### config.mk
export PLATFORM = sky130hd
export DESIGN_NAME = sorted_key_tally_table
export DESIGN_NICKNAME = d
export VERILOG_FILES = /design/src/design/skt_pkg.sv /design/src/design/skt_front.sv /design/src/design/skt_back.sv /design/src/design/sorted_key_tally_table.sv
export SDC_FILE = /design/constraint.sdc
export NUM_CORES = 1
export LEC_CHECK = 0
export BUFFER_PORTS_ARGS = -buffer_cell sky130_fd_sc_hd__buf_2
export CAP_MARGIN = 20
export CORE_MARGIN = 4
export CORE_UTILIZATION = 56
export CTS_CLUSTER_SIZE = 24
export DETAILED_ROUTE_END_ITERATION = 8
export PLACE_DENSITY = 0.76
export SETUP_SLACK_MARGIN = 0.4
export SLEW_MARGIN = 30
export SYNTH_ARGS = -nofsm -noshare
export SYNTH_HDL_FRONTEND = slang
export SYNTH_SLANG_ARGS = --single-unit
### constraint.sdc
create_clock -name clk_i -period 8.05 [get_ports clk_i]
set_input_delay 1.61 -clock clk_i [delete_from_list [all_inputs] [get_ports clk_i]]
set_output_delay 1.61 -clock clk_i [all_outputs]
set_load 0.01 [all_outputs]
### src/design/skt_pkg.sv
package skt_pkg;

  localparam int NumEntriesDef = 5;
  localparam int KeyW          = 32;
  localparam int TotalW        = 31;

  localparam logic [TotalW-1:0] TotalMax = '1;

  // result kind codes
  localparam logic KindNotice = 1'b0;
  localparam logic KindReport = 1'b1;

  typedef struct packed {
    logic signed [KeyW-1:0] key_value;
    logic signed [KeyW-1:0] amount;
  } in_word_t;

  typedef struct packed {
    logic                   kind;
    logic signed [KeyW-1:0] entry_key;
    logic [TotalW-1:0]      entry_total;
    logic                   last;
  } out_word_t;

  // word as it sits in the queue, tagged by the front
  typedef struct packed {
    in_word_t word;
    logic     key_nonpos;
    logic     amt_nonpos;
  } q_word_t;

  typedef enum logic [2:0] {
    BsIdle,
    BsSortLoad,
    BsSortScan,
    BsSwapA,
    BsSwapB,
    BsMatch,
    BsNotice,
    BsReport
  } back_state_e;

endpackage

### src/design/skt_front.sv
module skt_front (
  input  logic              clk_i,
  input  logic              rst_ni,
  input  logic              in_valid_i,
  output logic              in_ready_o,
  input  skt_pkg::in_word_t in_word_i,
  output logic              q_valid_o,
  input  logic              q_ready_i,
  output skt_pkg::q_word_t  q_word_o
);
  import skt_pkg::*;

  // two-entry queue
  q_word_t     buf_q [2];
  logic        wr_ptr_q;
  logic        rd_ptr_q;
  logic [1:0]  count_q;
  logic        push;
  logic        pop;
  q_word_t     cls_word;

  always_comb begin
    cls_word.word       = in_word_i;
    cls_word.key_nonpos = in_word_i.key_value[KeyW-1] || (in_word_i.key_value == '0);
    cls_word.amt_nonpos = in_word_i.amount[KeyW-1] || (in_word_i.amount == '0);
  end

  assign in_ready_o = (count_q != 2'd2);
  assign q_valid_o  = (count_q != 2'd0);
  assign q_word_o   = buf_q[rd_ptr_q];
  assign push       = in_valid_i && in_ready_o;
  assign pop        = q_valid_o && q_ready_i;

  always_ff @(posedge clk_i) begin
    if (push) begin
      buf_q[wr_ptr_q] <= cls_word;
    end
  end

  always_ff @(posedge clk_i or negedge rst_ni) begin
    if (!rst_ni) begin
      wr_ptr_q <= 1'b0;
      rd_ptr_q <= 1'b0;
      count_q  <= 2'd0;
    end else begin
      if (push) begin
        wr_ptr_q <= ~wr_ptr_q;
      end
      if (pop) begin
        rd_ptr_q <= ~rd_ptr_q;
      end
      case ({push, pop})
        2'b10:   count_q <= count_q + 2'd1;
        2'b01:   count_q <= count_q - 2'd1;
        default: count_q <= count_q;
      endcase
    end
  end

endmodule

### src/design/skt_back.sv
module skt_back #(
  parameter int NUM_ENTRIES = skt_pkg::NumEntriesDef
) (
  input  logic               clk_i,
  input  logic               rst_ni,
  input  logic               q_valid_i,
  output logic               q_ready_o,
  input  skt_pkg::q_word_t   q_word_i,
  output logic               out_valid_o,
  input  logic               out_ready_i,
  output skt_pkg::out_word_t out_word_o
);
  import skt_pkg::*;

  localparam int IdxW = $clog2(NUM_ENTRIES);
  localparam int CntW = $clog2(NUM_ENTRIES + 1);
  localparam logic [IdxW-1:0] LastIdx  = IdxW'(NUM_ENTRIES - 1);
  localparam logic [IdxW-1:0] SortLast = IdxW'(NUM_ENTRIES - 2);
  localparam logic [CntW-1:0] FullCnt  = CntW'(NUM_ENTRIES);
  localparam logic [CntW-1:0] LastCnt  = CntW'(NUM_ENTRIES - 1);

  back_state_e state_q, state_d;

  logic signed [KeyW-1:0] keys_q   [NUM_ENTRIES];
  logic [TotalW-1:0]      totals_q [NUM_ENTRIES];
  logic [CntW-1:0]        loaded_q;
  logic [IdxW-1:0]        i_q, j_q, min_idx_q;
  logic signed [KeyW-1:0] min_val_q, ival_q;
  q_word_t                item_q;
  logic                   out_valid_q;
  out_word_t              out_q;

  logic                   loaded_full;
  logic                   pop;
  logic                   out_free;
  logic [IdxW-1:0]        rd_idx;
  logic signed [KeyW-1:0] rd_key;
  logic [TotalW-1:0]      rd_total;
  logic                   key_hit;
  logic [TotalW:0]        sum;
  logic [TotalW-1:0]      sat_total;

  logic                   key_we;
  logic [IdxW-1:0]        key_waddr;
  logic signed [KeyW-1:0] key_wdata;
  logic                   tot_we;
  logic                   tot_clear;
  logic                   out_load;
  out_word_t              out_d;

  assign loaded_full = (loaded_q == FullCnt);
  assign q_ready_o   = (state_q == BsIdle);
  assign pop         = q_valid_i && q_ready_o;
  assign out_free    = !out_valid_q || out_ready_i;

  // single read port on each table
  assign rd_idx   = (state_q == BsSortLoad) ? i_q : j_q;
  assign rd_key   = keys_q[rd_idx];
  assign rd_total = totals_q[rd_idx];
  assign key_hit  = (rd_key == item_q.word.key_value);

  // amount is known positive here, so its low bits carry its value
  assign sum       = {1'b0, rd_total} + {1'b0, item_q.word.amount[TotalW-1:0]};
  assign sat_total = sum[TotalW] ? TotalMax : sum[TotalW-1:0];

  // next state
  always_comb begin
    state_d = state_q;
    unique case (state_q)
      BsIdle: begin
        if (q_valid_i) begin
          if (!loaded_full) begin
            if (loaded_q == LastCnt) state_d = BsSortLoad;
          end else if (q_word_i.key_nonpos) begin
            state_d = BsReport;
          end else begin
            state_d = BsMatch;
          end
        end
      end
      BsSortLoad: state_d = BsSortScan;
      BsSortScan: begin
        if (j_q == LastIdx) state_d = BsSwapA;
      end
      BsSwapA: state_d = BsSwapB;
      BsSwapB: state_d = (i_q == SortLast) ? BsIdle : BsSortLoad;
      BsMatch: begin
        if (key_hit) begin
          state_d = item_q.amt_nonpos ? BsReport : BsIdle;
        end else if (j_q == LastIdx) begin
          state_d = BsNotice;
        end
      end
      BsNotice: begin
        if (out_free) state_d = BsIdle;
      end
      BsReport: begin
        if (out_free && (j_q == LastIdx)) state_d = BsIdle;
      end
      default: state_d = BsIdle;
    endcase
  end

  // state outputs
  always_comb begin
    key_we    = 1'b0;
    key_waddr = i_q;
    key_wdata = min_val_q;
    tot_we    = 1'b0;
    tot_clear = 1'b0;
    out_load  = 1'b0;
    out_d     = out_q;
    unique case (state_q)
      BsIdle: begin
        if (pop && !loaded_full) begin
          key_we    = 1'b1;
          key_waddr = loaded_q[IdxW-1:0];
          key_wdata = q_word_i.word.key_value;
        end
      end
      BsSwapA: begin
        key_we    = 1'b1;
        key_waddr = min_idx_q;
        key_wdata = ival_q;
      end
      BsSwapB: begin
        key_we = 1'b1;
      end
      BsMatch: begin
        tot_we = key_hit && !item_q.amt_nonpos;
      end
      BsNotice: begin
        out_load          = out_free;
        out_d.kind        = KindNotice;
        out_d.entry_key   = item_q.word.key_value;
        out_d.entry_total = '0;
        out_d.last        = 1'b1;
      end
      BsReport: begin
        out_load          = out_free;
        out_d.kind        = KindReport;
        out_d.entry_key   = rd_key;
        out_d.entry_total = rd_total;
        out_d.last        = (j_q == LastIdx);
        tot_clear         = out_free && (j_q == LastIdx);
      end
      default: ;
    endcase
  end

  always_ff @(posedge clk_i) begin
    if (key_we) begin
      keys_q[key_waddr] <= key_wdata;
    end
    if (out_load) begin
      out_q <= out_d;
    end
    case (state_q)
      BsIdle: begin
        if (pop) item_q <= q_word_i;
      end
      BsSortLoad: begin
        min_val_q <= rd_key;
        ival_q    <= rd_key;
        min_idx_q <= i_q;
      end
      BsSortScan: begin
        if (rd_key < min_val_q) begin
          min_val_q <= rd_key;
          min_idx_q <= j_q;
        end
      end
      default: ;
    endcase
  end

  always_ff @(posedge clk_i or negedge rst_ni) begin
    if (!rst_ni) begin
      state_q     <= BsIdle;
      loaded_q    <= '0;
      i_q         <= '0;
      j_q         <= '0;
      out_valid_q <= 1'b0;
      for (int e = 0; e < NUM_ENTRIES; e++) begin
        totals_q[e] <= '0;
      end
    end else begin
      state_q <= state_d;
      if (out_load) begin
        out_valid_q <= 1'b1;
      end else if (out_ready_i) begin
        out_valid_q <= 1'b0;
      end
      if (tot_we) begin
        totals_q[j_q] <= sat_total;
      end
      if (tot_clear) begin
        for (int e = 0; e < NUM_ENTRIES; e++) begin
          totals_q[e] <= '0;
        end
        loaded_q <= '0;
      end else if (pop && !loaded_full) begin
        loaded_q <= loaded_q + CntW'(1);
      end
      case (state_q)
        BsIdle: begin
          i_q <= '0;
          j_q <= '0;
        end
        BsSortLoad: j_q <= i_q + IdxW'(1);
        BsSortScan: begin
          if (j_q != LastIdx) j_q <= j_q + IdxW'(1);
        end
        BsSwapB: i_q <= i_q + IdxW'(1);
        BsMatch: begin
          // a hit may lead into a report run, which starts at entry zero
          if (key_hit) j_q <= '0;
          else if (j_q != LastIdx) j_q <= j_q + IdxW'(1);
        end
        BsReport: begin
          if (out_free && (j_q != LastIdx)) j_q <= j_q + IdxW'(1);
        end
        default: ;
      endcase
    end
  end

  assign out_valid_o = out_valid_q;
  assign out_word_o  = out_q;

endmodule

### src/design/sorted_key_tally_table.sv
// sorted key tally table
// input channel (in_valid_i / in_ready_o / in_word_i): one word carries a key and an amount.
// the first NUM_ENTRIES words of a round load keys; after the last load the table is
// selection sorted in place, one compare per cycle, for a table of N entries. later
// words credit a key, end the round, or get an unknown-key notice.
// output channel (out_valid_o / out_ready_i / out_word_o): notices and report words.
// a load word is written into the key table straight from idle; a credit or notice walks
// the sorted table one entry a cycle; a round end emits N report words, one per cycle
// while the receiver takes them. these per-entry walks over the single table read
// port set the rate: the back end takes no new word until a walk or sort ends.
// a two-entry queue in the front keeps taking words while the back end is busy; when it
// is full in_ready_o drops. a stalled receiver holds the output register and stalls the
// back end's next notice or report word until it is taken, which then backs up the queue.
// reset clears the load count, all totals and both valid flags; keys stay unknown until
// loaded.
module sorted_key_tally_table #(
  parameter int NUM_ENTRIES = skt_pkg::NumEntriesDef
) (
  input  logic               clk_i,
  input  logic               rst_ni,
  input  logic               in_valid_i,
  output logic               in_ready_o,
  input  skt_pkg::in_word_t  in_word_i,
  output logic               out_valid_o,
  input  logic               out_ready_i,
  output skt_pkg::out_word_t out_word_o
);
  import skt_pkg::*;

  // queue between front and back
  logic    q_valid;
  logic    q_ready;
  q_word_t q_word;

  // front: classify the word by sign and queue it
  skt_front u_front (
    .clk_i      (clk_i),
    .rst_ni     (rst_ni),
    .in_valid_i (in_valid_i),
    .in_ready_o (in_ready_o),
    .in_word_i  (in_word_i),
    .q_valid_o  (q_valid),
    .q_ready_i  (q_ready),
    .q_word_o   (q_word)
  );

  // back: key table, sorter, matcher and report sequencer
  skt_back #(
    .NUM_ENTRIES (NUM_ENTRIES)
  ) u_back (
    .clk_i       (clk_i),
    .rst_ni      (rst_ni),
    .q_valid_i   (q_valid),
    .q_ready_o   (q_ready),
    .q_word_i    (q_word),
    .out_valid_o (out_valid_o),
    .out_ready_i (out_ready_i),
    .out_word_o  (out_word_o)
  );

  // a notice is a single word with no total
  assert property (@(posedge clk_i) disable iff (!rst_ni)
    (out_valid_o && (out_word_o.kind == KindNotice)) |->
      (out_word_o.last && (out_word_o.entry_total == '0)))
    else $error("notice word malformed");

  // only positive keys can be rejected
  assert property (@(posedge clk_i) disable iff (!rst_ni)
    (out_valid_o && (out_word_o.kind == KindNotice)) |->
      (!out_word_o.entry_key[KeyW-1] && (out_word_o.entry_key != '0)))
    else $error("notice for a non-positive key");

  // front stalls only with words waiting in the queue
  assert property (@(posedge clk_i) disable iff (!rst_ni)
    !in_ready_o |-> q_valid)
    else $error("front stalled with empty queue");

endmodule

# Word-level counts from Yosys, hierarchy flattened

Memories as Yosys holds them, arrays and structs flattened.
Cells that the tools add are included.

Add/sub/neg operators: 6
Multipliers: 0
Div/mod/pow operators: 0
$lt $le $gt $ge: 4
Equal/unequal tests: 24
Shift operators: 0
Multiplexer cells: 50
Bitwise gates (word level): 4
Reduce and logical (&&, ||, !) cells: 32

Operators by type and width:

| cell                | number |
|---|---|
| $mux 155            | 2 |
| $bwmux 155          | 1 |
| $pmux 65 s2         | 1 |
| $pmux 32 s2         | 2 |
| $mux 31             | 4 |
| $bmux 31 s3         | 1 |
| $demux 31 s3        | 1 |
| $logic_not 32->1    | 2 |
| $mux 32             | 2 |
| $mux 3              | 17 |
| $add 31x31->32      | 1 |
| $eq 32x32->1        | 1 |
| $lt 32x32->1        | 1 |
| $pmux 3 s8          | 1 |
| $eq 3x3->1 const B  | 7 |
| $pmux 3 s2          | 3 |
| $reduce_bool 2->1   | 8 |
| $pmux 3 s5          | 1 |
| $ne 2x1->1 const B  | 6 |
| $mux 1              | 11 |
| $add 3x1->3 const B | 3 |
| $eq 3x2->1 const B  | 3 |
| $ge 4x4->1 const B  | 2 |
| $not 3->4           | 2 |
| 21 further kinds    | 37 |

Flip-flop bits (word level): 368
Bits in latches: 0
RAM bits: 292
Memory bits (read-only): 0
Bits of input ports: 68
Output and inout bits: 67
Word-level logic and storage cells: 145
Memories: 2

Memory list:

| memory        | words | width | read ports | clocked after Yosys merged registers in | write ports | RTL line        | text |
|---|---|---|---|---|---|---|---|
| u_back.keys_q | 5     | 32    | 1          | 0                                       | 1           | skt_back.sv:24  | `logic signed [KeyW-1:0] keys_q [NUM_ENTRIES];` |
| u_front.buf_q | 2     | 66    | 1          | 0                                       | 1           | skt_front.sv:14 | `q_word_t buf_q [2];` |

# Depth between registers and ports, before layout

Gate-level depths: netlist of run 1.

Depth after elaboration: 11
Depth in mapped cells: 27
Gate-level depth less buffers: 19

# Modules after synthesis

From an unflattened synthesis of run 1, not the netlist that was laid out.

Cell total of the unflattened synthesis: 2224
Area, all modules: 30105.1 µm²

By module, submodules not included:

| module    | instances | cells an instance | area an instance (µm²) | sequential area each (µm²) |
|---|---|---|---|---|
| skt_back  | 1         | 1980              | 24893.9                | 14894.3 |
| skt_front | 1         | 244               | 5211.2                 | 4063.9 |

# Worst setup path before layout of run 1

OpenSTA, ideal clock, no wires.

Path kind: register -> register
Start point: register u_back.state_q[1]
End point: register u_back.min_idx_q[0] (enable)
Library setup time: 476 ps
Arrival time: 7269 ps
Required time: 7574 ps
Path slack: 305 ps
Cell stages (with the launch flop): 22
Path buffers: 5
Period minus slack after synthesis: 7745 ps
Cells stage by stage: dfrtp_1 buf_2 or3b_1 buf_4 inv_4 buf_2 buf_2 buf_1 nand2_1 nand4_1 nand3_1 ha_1 a21o_1 a21o_1 a21o_1 a21o_1 a21o_1 a21oi_1 o21ai_0 a21oi_1 mux2_2 o21ai_0

Cells in the longest elaborated chain, start to end: 6
Elaborated cells between the ends (all ways): 8
Those cells by class: 1 x order compare; 3 x eq/ne; 1 x mux; 2 x reduce/logical; 1 x memory

RTL lines:

| element                           | RTL line        | text |
|---|---|---|
| start, declared                   | skt_back.sv:22  | `back_state_e state_q, state_d;` |
| start signal, assigned            | skt_back.sv:179 | `state_q <= BsIdle;` |
| start signal, assigned            | skt_back.sv:188 | `state_q <= state_d;` |
| $eq 3x1->1                        | skt_back.sv:57  | `assign rd_idx = (state_q == BsSortLoad) ? i_q : j_q;` |
| $mux 3                            | skt_back.sv:57  |  |
| $mem_v2 5x32                      | n/a             |  |
| named net u_back.rd_key[17]       | skt_back.sv:37  | `logic signed [KeyW-1:0] rd_key;` |
| $lt 32x32->1                      | skt_back.sv:168 | `if (rd_key < min_val_q) begin` |
| $ne 2x1->1 (no source line)       | n/a             |  |
| $reduce_and 2->1 (no source line) | n/a             |  |
| end signal, assigned              | skt_back.sv:165 | `min_idx_q <= i_q;` |
| end signal, assigned              | skt_back.sv:170 | `min_idx_q <= j_q;` |
| end, declared                     | skt_back.sv:27  | `logic [IdxW-1:0] i_q, j_q, min_idx_q;` |

The timed path passes the listed nets, and every way through them passes these cells.
A chain may end at the register's enable or synchronous reset.

# Final worst setup path of run 1

Start point: register u_back.state_q[1]
End point: register u_back.totals_q[73] in the netlist's numbering

Cells in the longest elaborated chain, start to end: 11
Elaborated cells between the ends (all ways): 19
Those cells by class: 1 x add/sub; 4 x eq/ne; 10 x mux; 1 x bitwise; 2 x reduce/logical; 1 x memory

RTL lines:

| element                                     | RTL line        | text |
|---|---|---|
| $eq 3x1->1                                  | skt_back.sv:57  |  |
| $mux 3                                      | skt_back.sv:57  |  |
| $not 3->4 (implied by the code)             | skt_back.sv:59  | `assign rd_total = totals_q[rd_idx];` |
| $bmux 31 s3                                 | skt_back.sv:59  |  |
| $mux 31 (implied by the code) (2 in series) | skt_back.sv:59  |  |
| named net u_back.rd_total[6]                | skt_back.sv:38  | `logic [TotalW-1:0] rd_total;` |
| $add 31x31->32                              | skt_back.sv:63  | `assign sum = {1'b0, rd_total} + {1'b0, item_q.word.amount[TotalW-1:0]};` |
| $mux 31                                     | skt_back.sv:64  | `assign sat_total = sum[TotalW] ? TotalMax : sum[TotalW-1:0];` |
| $bwmux 155                                  | skt_back.sv:195 | `totals_q[j_q] <= sat_total;` |
| $mux 155                                    | skt_back.sv:194 | `if (tot_we) begin` |
| $mux 155                                    | skt_back.sv:197 | `if (tot_clear) begin` |
| end signal, assigned by index               | skt_back.sv:195 |  |
| end, declared                               | skt_back.sv:25  | `logic [TotalW-1:0] totals_q [NUM_ENTRIES];` |

The timed path passes the listed nets, and every way through them passes these cells. The select of a mux whose other input is x is not followed.

==> results of run 1 <==
## cells in the final DEF, fill, tap and decap left out, types with 64 or more instances in the layout
master / n
edfxtp_1: 486
nand2_1: 347
nand3_1: 191
dfrtp_1: 169
mux2i_1: 134
buf_2: 133
o21ai_0: 126
a21oi_1: 77
clkbuf_16: 73
o21ai_1: 72
ha_1: 70
mux2_2: 68
nor2_1: 64
## per-layer routing
| metal | vias up | global-route usage, % |
|---|---|---|
| met5 | - | 0 |
| met4 | 6 | 9.749 |
| met3 | 163 | 6.209 |
| met2 | 1141 | 42.45 |
| met1 | 10720 | 37.49 |
| li1 | 9606 | - |
## state kept, by name (all words and copies together) (netlist names)
name	flops
u_back.i_q	3
u_back.item_q	64
u_back.ival_q	32
u_back.j_q	3
u_back.keys_q	160
u_back.loaded_q	3
u_back.min_idx_q	3
u_back.min_val_q	32
u_back.out_valid_o	1
u_back.out_word_o	65
u_back.state_q	3
u_back.totals_q	155
u_front.buf_q	130
u_front.count_q	2
u_front.rd_ptr_q	1
u_front.wr_ptr_q	1
## per-stage QoR
step	instance area, um^2	std cells	hold slack, ps
2_1_floorplan	30680	2510	460.8
4_1_cts	34360	3357	494.7
3_5_place_dp	32120	3232	484.1
6_report	34410	3359	492.5
3_3_place_gp	32110	3232	474.9
5_1_grt	34410	3358	512.9
## cells by family after synthesis
| kind of cell | Yosys count | synth area share [%] |
|---|---|---|
| and+or+nand+nor | 835 | 13.23 |
| xor gates and xnor gates | 29 | 0.8279 |
| AOI/OAI and AO/OA | 474 | 9.470 |
| adders and majority gates | 71 | 2.920 |
| buffers and inverters | 207 | 2.688 |
| muxes | 236 | 9.270 |
| DFF | 658 | 61.60 |
## layout make-up
class	instances	area, um^2	area share [%]
flip-flops and latches	658	18910	54.95
multi-input cells	1645	11120	32.31
inverters	56	214.0	0.6217
diodes	1	2.502	0.007272
repair buffers	178	1057	3.072
clock inverters	34	305.3	0.8872
well taps	696	870.8	2.531
clock buffers	91	1934	5.621
## synth_stat cells (all sizes together) (8+ instances only)
cell / count
xnor2: 19
nand2: 347
nand4: 61
xor2: 10
a31oi: 34
clkbuf: 91
mux4: 31
a22oi: 34
buf: 60
mux2i: 136
dfrtp: 172
nor2: 69
a21o: 31
o21a: 8
nor4b: 13
edfxtp: 486
o21ai: 199
a22o: 33
inv: 56
mux2: 69
ha: 70
or3: 8
and4: 13
and2: 37
nand3: 192
a21oi: 80
o211ai: 12
nand2b: 41
nor4: 18
## worst max-delay path: cells and delay by family, from the launching register on
| family | cells | cell delay, ps |
|---|---|---|
| flops | 1 | 570 |
| fa+ha+maj | 1 | 410 |
| mux | 2 | 1200 |
| simple gates | 1 | 500 |
| buf+inv | 5 | 1630 |
| compound gates | 11 | 2280 |
## how the worst max path moves through the flow
stage                                 start              endpoint
final                     u_back.state_q[1]   u_back.totals_q[73]
after floorplan           u_back.state_q[1]  u_back.totals_q[118]
after global placement    u_back.state_q[1]   u_back.totals_q[42]
after detailed placement  u_back.state_q[1]   u_back.totals_q[73]
after global routing      u_back.state_q[1]  u_back.totals_q[125]
after CTS                 u_back.state_q[1]   u_back.totals_q[73]
## power by group
group / internal, uW / switching, uW
sequential: 5180 / 465
clock: 1860 / 1320
combinational: 2280 / 4460
==> key figures, run 1 <==
Routing
  – DR iter-0 viols: 2390
  – First drt pass iteration count: 6
  – Vias post-DR: 21640
  – DR WL/cell: 24.01 um
  – Met2 WL: 37310 um
  – Final WL: 80650 um
  – DR WL met3: 8237 um
  – DR top layer: met5
  – Via density: 6.441
  – Metal-1 WL: 32810 um
  – DRC viols: 0
  – ANT nets after route: 0

Setup path
  – CP Launch Type: flip-flop
  – R2R Setup Slk: 1290 ps
  – Crit Path Class: flip-flop to flip-flop
  – Critical path arrival: 7260 ps
  – Worst path most repeated cell: buf_4
  – Critical path's slowest cell: mux2i_4
  – CP max stage delay: 670 ps
  – Worst reg2reg path depth: 20
  – Worst R2R End: u_back.totals_q[73]
  – Worst EP required: 8550 ps
  – Worst reg2reg path startpoint: u_back.state_q[1]
  – Crit-path cells: or3b_4, inv_4, mux2i_4, buf_4, mux4_2, a22o_1, ha_1, a21o_1, a21o_1, a31o_2, a21oi_1, buf_4, o221a_2, a211oi_1, o21bai_1, a31oi_4, buf_4, buf_4, a21oi_1, o21ai_0
  – Crit path max fanout: 35
  – CP endpoint kind: flip-flop

CTS
  – Setup Fix Bufs, Post-CTS: 0
  – Clock-pin slew on the worst setup and hold paths: 50 ps
  – Post_cts resized: 0
  – CTS root buf: clkbuf_16
  – Clock Tree Buf Depth: 3
  – Clk Latency, worst-skew pair: 620 ps
  – CTS buffer count: 71
  – Hold_buf cts: 0
  – H-tree depth: 3
  – CTS Sinks: 658
  – CTS tree: built

GRT
  – Gr ovfl total: 0
  – Vias in the first global route: 21790
  – Largest net degree at the start of global routing: 111
  – First-pass GRT wire length: 124400 um
  – Total track usage: 27.05%
  – Antenna violations before repair: 3

Final layout
  – Final core occ: 63.69%
  – # fillers: 4037
  – Synth-to-layout area growth: 12.17%
  – Layout cells sized above 1: 15.48%
  – Layout net count: 2749

Floorplanning
  – Row cnt: 85
  – Core Area: 54030 um^2
  – Starting Density: 56.79%
  – Die Span Y: 242.1 um
  – Die ar.: 58590 um^2
  – Die width: 242.1 um
  – Ports: 135

Hold path
  – Hold Crit Class: flip-flop to flip-flop
  – Hold Path Origin: u_front.count_q[1]
  – WHS Path Cells: 1
  – Hold Path End: u_front.count_q[1]

Logic synthesis
  – Seq/Total Area, Yosys: 61.60%
  – Synth Flop Type: edfxtp_1
  – Synth area leader: edfxtp_1
  – EDFF count, synth: 486
  – Post-Syn Area: 30680 um^2
  – Synth Net Count: 2649
  – Asr flop ratio synth: 26.14%
  – Post-Syn Instances: 2510
  – Post-synth cell types: 67
  – Top cells by area, synth: edfxtp_1 48%, dfrtp_1 14%, mux2i_1 4.4%, nand2_1 4.2%, nand3_1 3.1%
  – Yosys warns: 0
  – Synth Area per Inst: 12.22 um^2
  – Synthesized flop and latch total: 658
  – Yosys top cell area share: 47.57%

STA
  – Max Freq: 147.9 MHz
  – Period utilization: 83.98%
  – Slew margin rel.: 37.57%
  – Setup violators final: 0
  – Hold Fails Final Rpt: 0
  – RSZ-0062 raised after global routing: false
  – Final WS setup: 1289 ps
  – Fin. max-slew vios: 0
  – Tightest Pin Transition: 936.5 ps
  – Crit path time final: 6761 ps
  – Post-Route Setup TNS: 0 ps
  – Final Skew: 32.58 ps

Flow run
  – Max-Cap Viols: 0

Pwr
  – Design Power: 15570 uW
  – LEAKAGE: 0.01344 uW
  – Peak VDD IR: 0.0002635 V
  – PD cells: 452.5 nW/um^2

Placement
  – Gpl congestion: 0.9468
  – Post-DP HPWL: 50630 um
  – IO buf count: 134
  – Pre-CTS setup slack: 1342 ps

Run status
  – Status: finished, final reports clean
Note: power is estimated with default switching activity, not from simulation.
==> run 2: changes to the inputs <==
==> constraint.sdc (replaced) <==
create_clock -name clk_i -period 5.66 [get_ports clk_i]
set_input_delay 1.132 -clock clk_i [delete_from_list [all_inputs] [get_ports clk_i]]
set_output_delay 1.132 -clock clk_i [all_outputs]
set_load 0.01 [all_outputs]
==> key figures, run 2 (synthesis results as in run 1) <==
CTS
  – CTS buffer count: 69
  – Clock Tree Buf Depth: 3
  – CTS root buf: clkbuf_16
  – CTS tree: built
  – Clock-pin slew on the worst setup and hold paths: 60 ps
  – CTS Sinks: 658
  – Clk Latency, worst-skew pair: 630 ps
  – H-tree depth: 3

Run status
  – Status: finished, final reports clean

Floorplanning
  – Die ar.: 58590 um^2
  – Die width: 242.1 um
  – Row cnt: 85
  – Die Span Y: 242.1 um
  – Core Area: 54030 um^2
  – Starting Density: 56.79%
  – Ports: 135

Final layout
  – Max reg flops: 160
  – Post-route cell area: 34920 um^2
  – # fillers: 3929
  – Finished Layout Cells: 3392
  – Layout net count: 2780
  – Reg area: 18910 um^2
  – Biggest regs: u_back.keys_q (160), u_back.totals_q (155), u_front.buf_q (130)
  – Layout cells sized above 1: 17.17%
  – Most frequent cells in the layout: 486 x edfxtp_1, 346 x nand2_1, 191 x nand3_1
  – Commonest non-fill, non-tap cell in the layout: edfxtp_1
  – Antenna diode count: 0
  – Synth-to-layout area growth: 13.83%
  – Multi-input gate area: 11280 um^2
  – Largest Register: u_back.keys_q

STA
  – Post-Route Setup TNS: 0 ps
  – Hold Fails Final Rpt: 0
  – Period utilization: 90.88%
  – Crit path time final: 5144 ps
  – RSZ-0062 raised after global routing: true
  – Slew margin rel.: 38.08%
  – Setup violators final: 0
  – Final Skew: 20.81 ps
  – Fin. max-slew vios: 0
  – Tightest Pin Transition: 928.8 ps
  – Max Freq: 194.4 MHz

Setup path
  – CP Launch Type: flip-flop
  – Worst EP required: 5940 ps
  – Buf/Inv on CP: 3
  – CP top delay family: compound AO/OA/AOI/OAI gates
  – Critical path's slowest cell: or3b_4
  – CP startpoint: u_back.state_q[2]
  – Critical path arrival: 5430 ps
  – Worst reg2reg path startpoint: u_back.state_q[2]
  – Crit-path cells: or3b_4, inv_6, mux2i_4, buf_6, nand3_1, nand3_1, ha_1, a21o_1, a21o_1, a21oi_1, and3_1, o221ai_1, a21oi_1, mux2_2, o21ai_4, buf_6
  – Crit Path Class: flip-flop to flip-flop
  – CP max stage delay: 460 ps
  – CP endpoint kind: flip-flop
  – Crit path max fanout: 32

Pwr
  – PD cells: 647.4 nW/um^2
  – Peak VDD IR: 0.0003215 V
  – LEAKAGE: 0.01363 uW

Routing
  – DRC viols: 0
  – First drt pass iteration count: 6
  – Vias post-DR: 22050
  – DR iter-0 viols: 2707
  – Via density: 6.502
  – Final WL: 82980 um
  – ANT nets after route: 0
  – DR WL/cell: 24.46 um

Placement
  – Post-DP Area: 32330 um^2
  – Post-DP HPWL: 51600 um
  – Gpl congestion: 0.9252
  – Post-placement cell count: 3245
  – IO buf count: 134

GRT
  – First-pass GRT wire length: 125400 um
  – Total track usage: 27.38%
  – Antenna violations before repair: 2
  – Gr ovfl total: 0
  – Vias in the first global route: 21760
  – Largest net degree at the start of global routing: 97

Flow run
  – Max-Cap Viols: 0

Hold path
  – Hold Crit Class: input pin to async pin
## run 2: worst reg2reg max path, delay by kind of cell (launching register included)
kind / cells / cell delay, ps
and+or+nand+nor: 4 / 1140
adders and majority gates: 1 / 300
muxes: 2 / 750
AOI/OAI and AO/OA: 6 / 1400
DFF: 1 / 380
buffers and inverters: 3 / 830
## run 2: path summary, 6_finish.rpt
kind | endpoint | slack, ps | cells after the start
min | u_front.wr_ptr_q | 450 | 1
min in group clk_i | u_back.totals_q[107] | 500 | 2
max in group asynchronous | u_back.totals_q[58] | 3940 | 2
min reg2reg | u_back.totals_q[107] | 500 | 2
max | u_back.min_val_q[22] | 520 | 16
max reg2reg | u_back.min_val_q[22] | 520 | 16
## run 2: report_power, final
part	internal (uW)	switching (uW)
Combinational	3620	6630
Clock	2450	1910
Sequential	7360	631
## run 2: through the flow
| stage | hold slack [ps] | power (uW) | util (%) | setup slack [ps] |
|---|---|---|---|---|
| floorplan | 460.8 | 14450 | - | 385.6 |
| global placement | 475.4 | 17170 | 59.74 | 384.1 |
| detailed placement | 485.2 | 17530 | 59.85 | 176.6 |
| CTS | 453.6 | 22100 | 64.04 | 285.0 |
| global route | 470.6 | 23770 | 64.64 | 297.0 |
| finish | 454.7 | 22610 | 64.64 | 516.0 |
## run 2: timing repair
action,CTS,global route
resized for setup,12,27
gates cloned,1,1
hold buffers,0,0
pin swaps,1,10
setup buffers,2,16
endpoints found under the setup margin,178,191
## run 2: area by class of cell
class,instances,area share [%]
Sequential cell,658,54.15
Multi-Input combinational cell,1645,32.29
Clock buffer,91,5.356
Timing Repair Buffer,211,4.263
Tap cell,696,2.494
Clock inverter,35,0.8348
Inverter,56,0.6162
## run 2: routing by layer
layer | global-route usage (%) | part of all wire, % | routed length (um)
met3 | 6.940 | 11 | 9457
met4 | 8.690 | 2.9 | 2416
met1 | 38.03 | 40 | 32800
met5 | 0 | 0.033 | 27
met2 | 42.96 | 46 | 38270
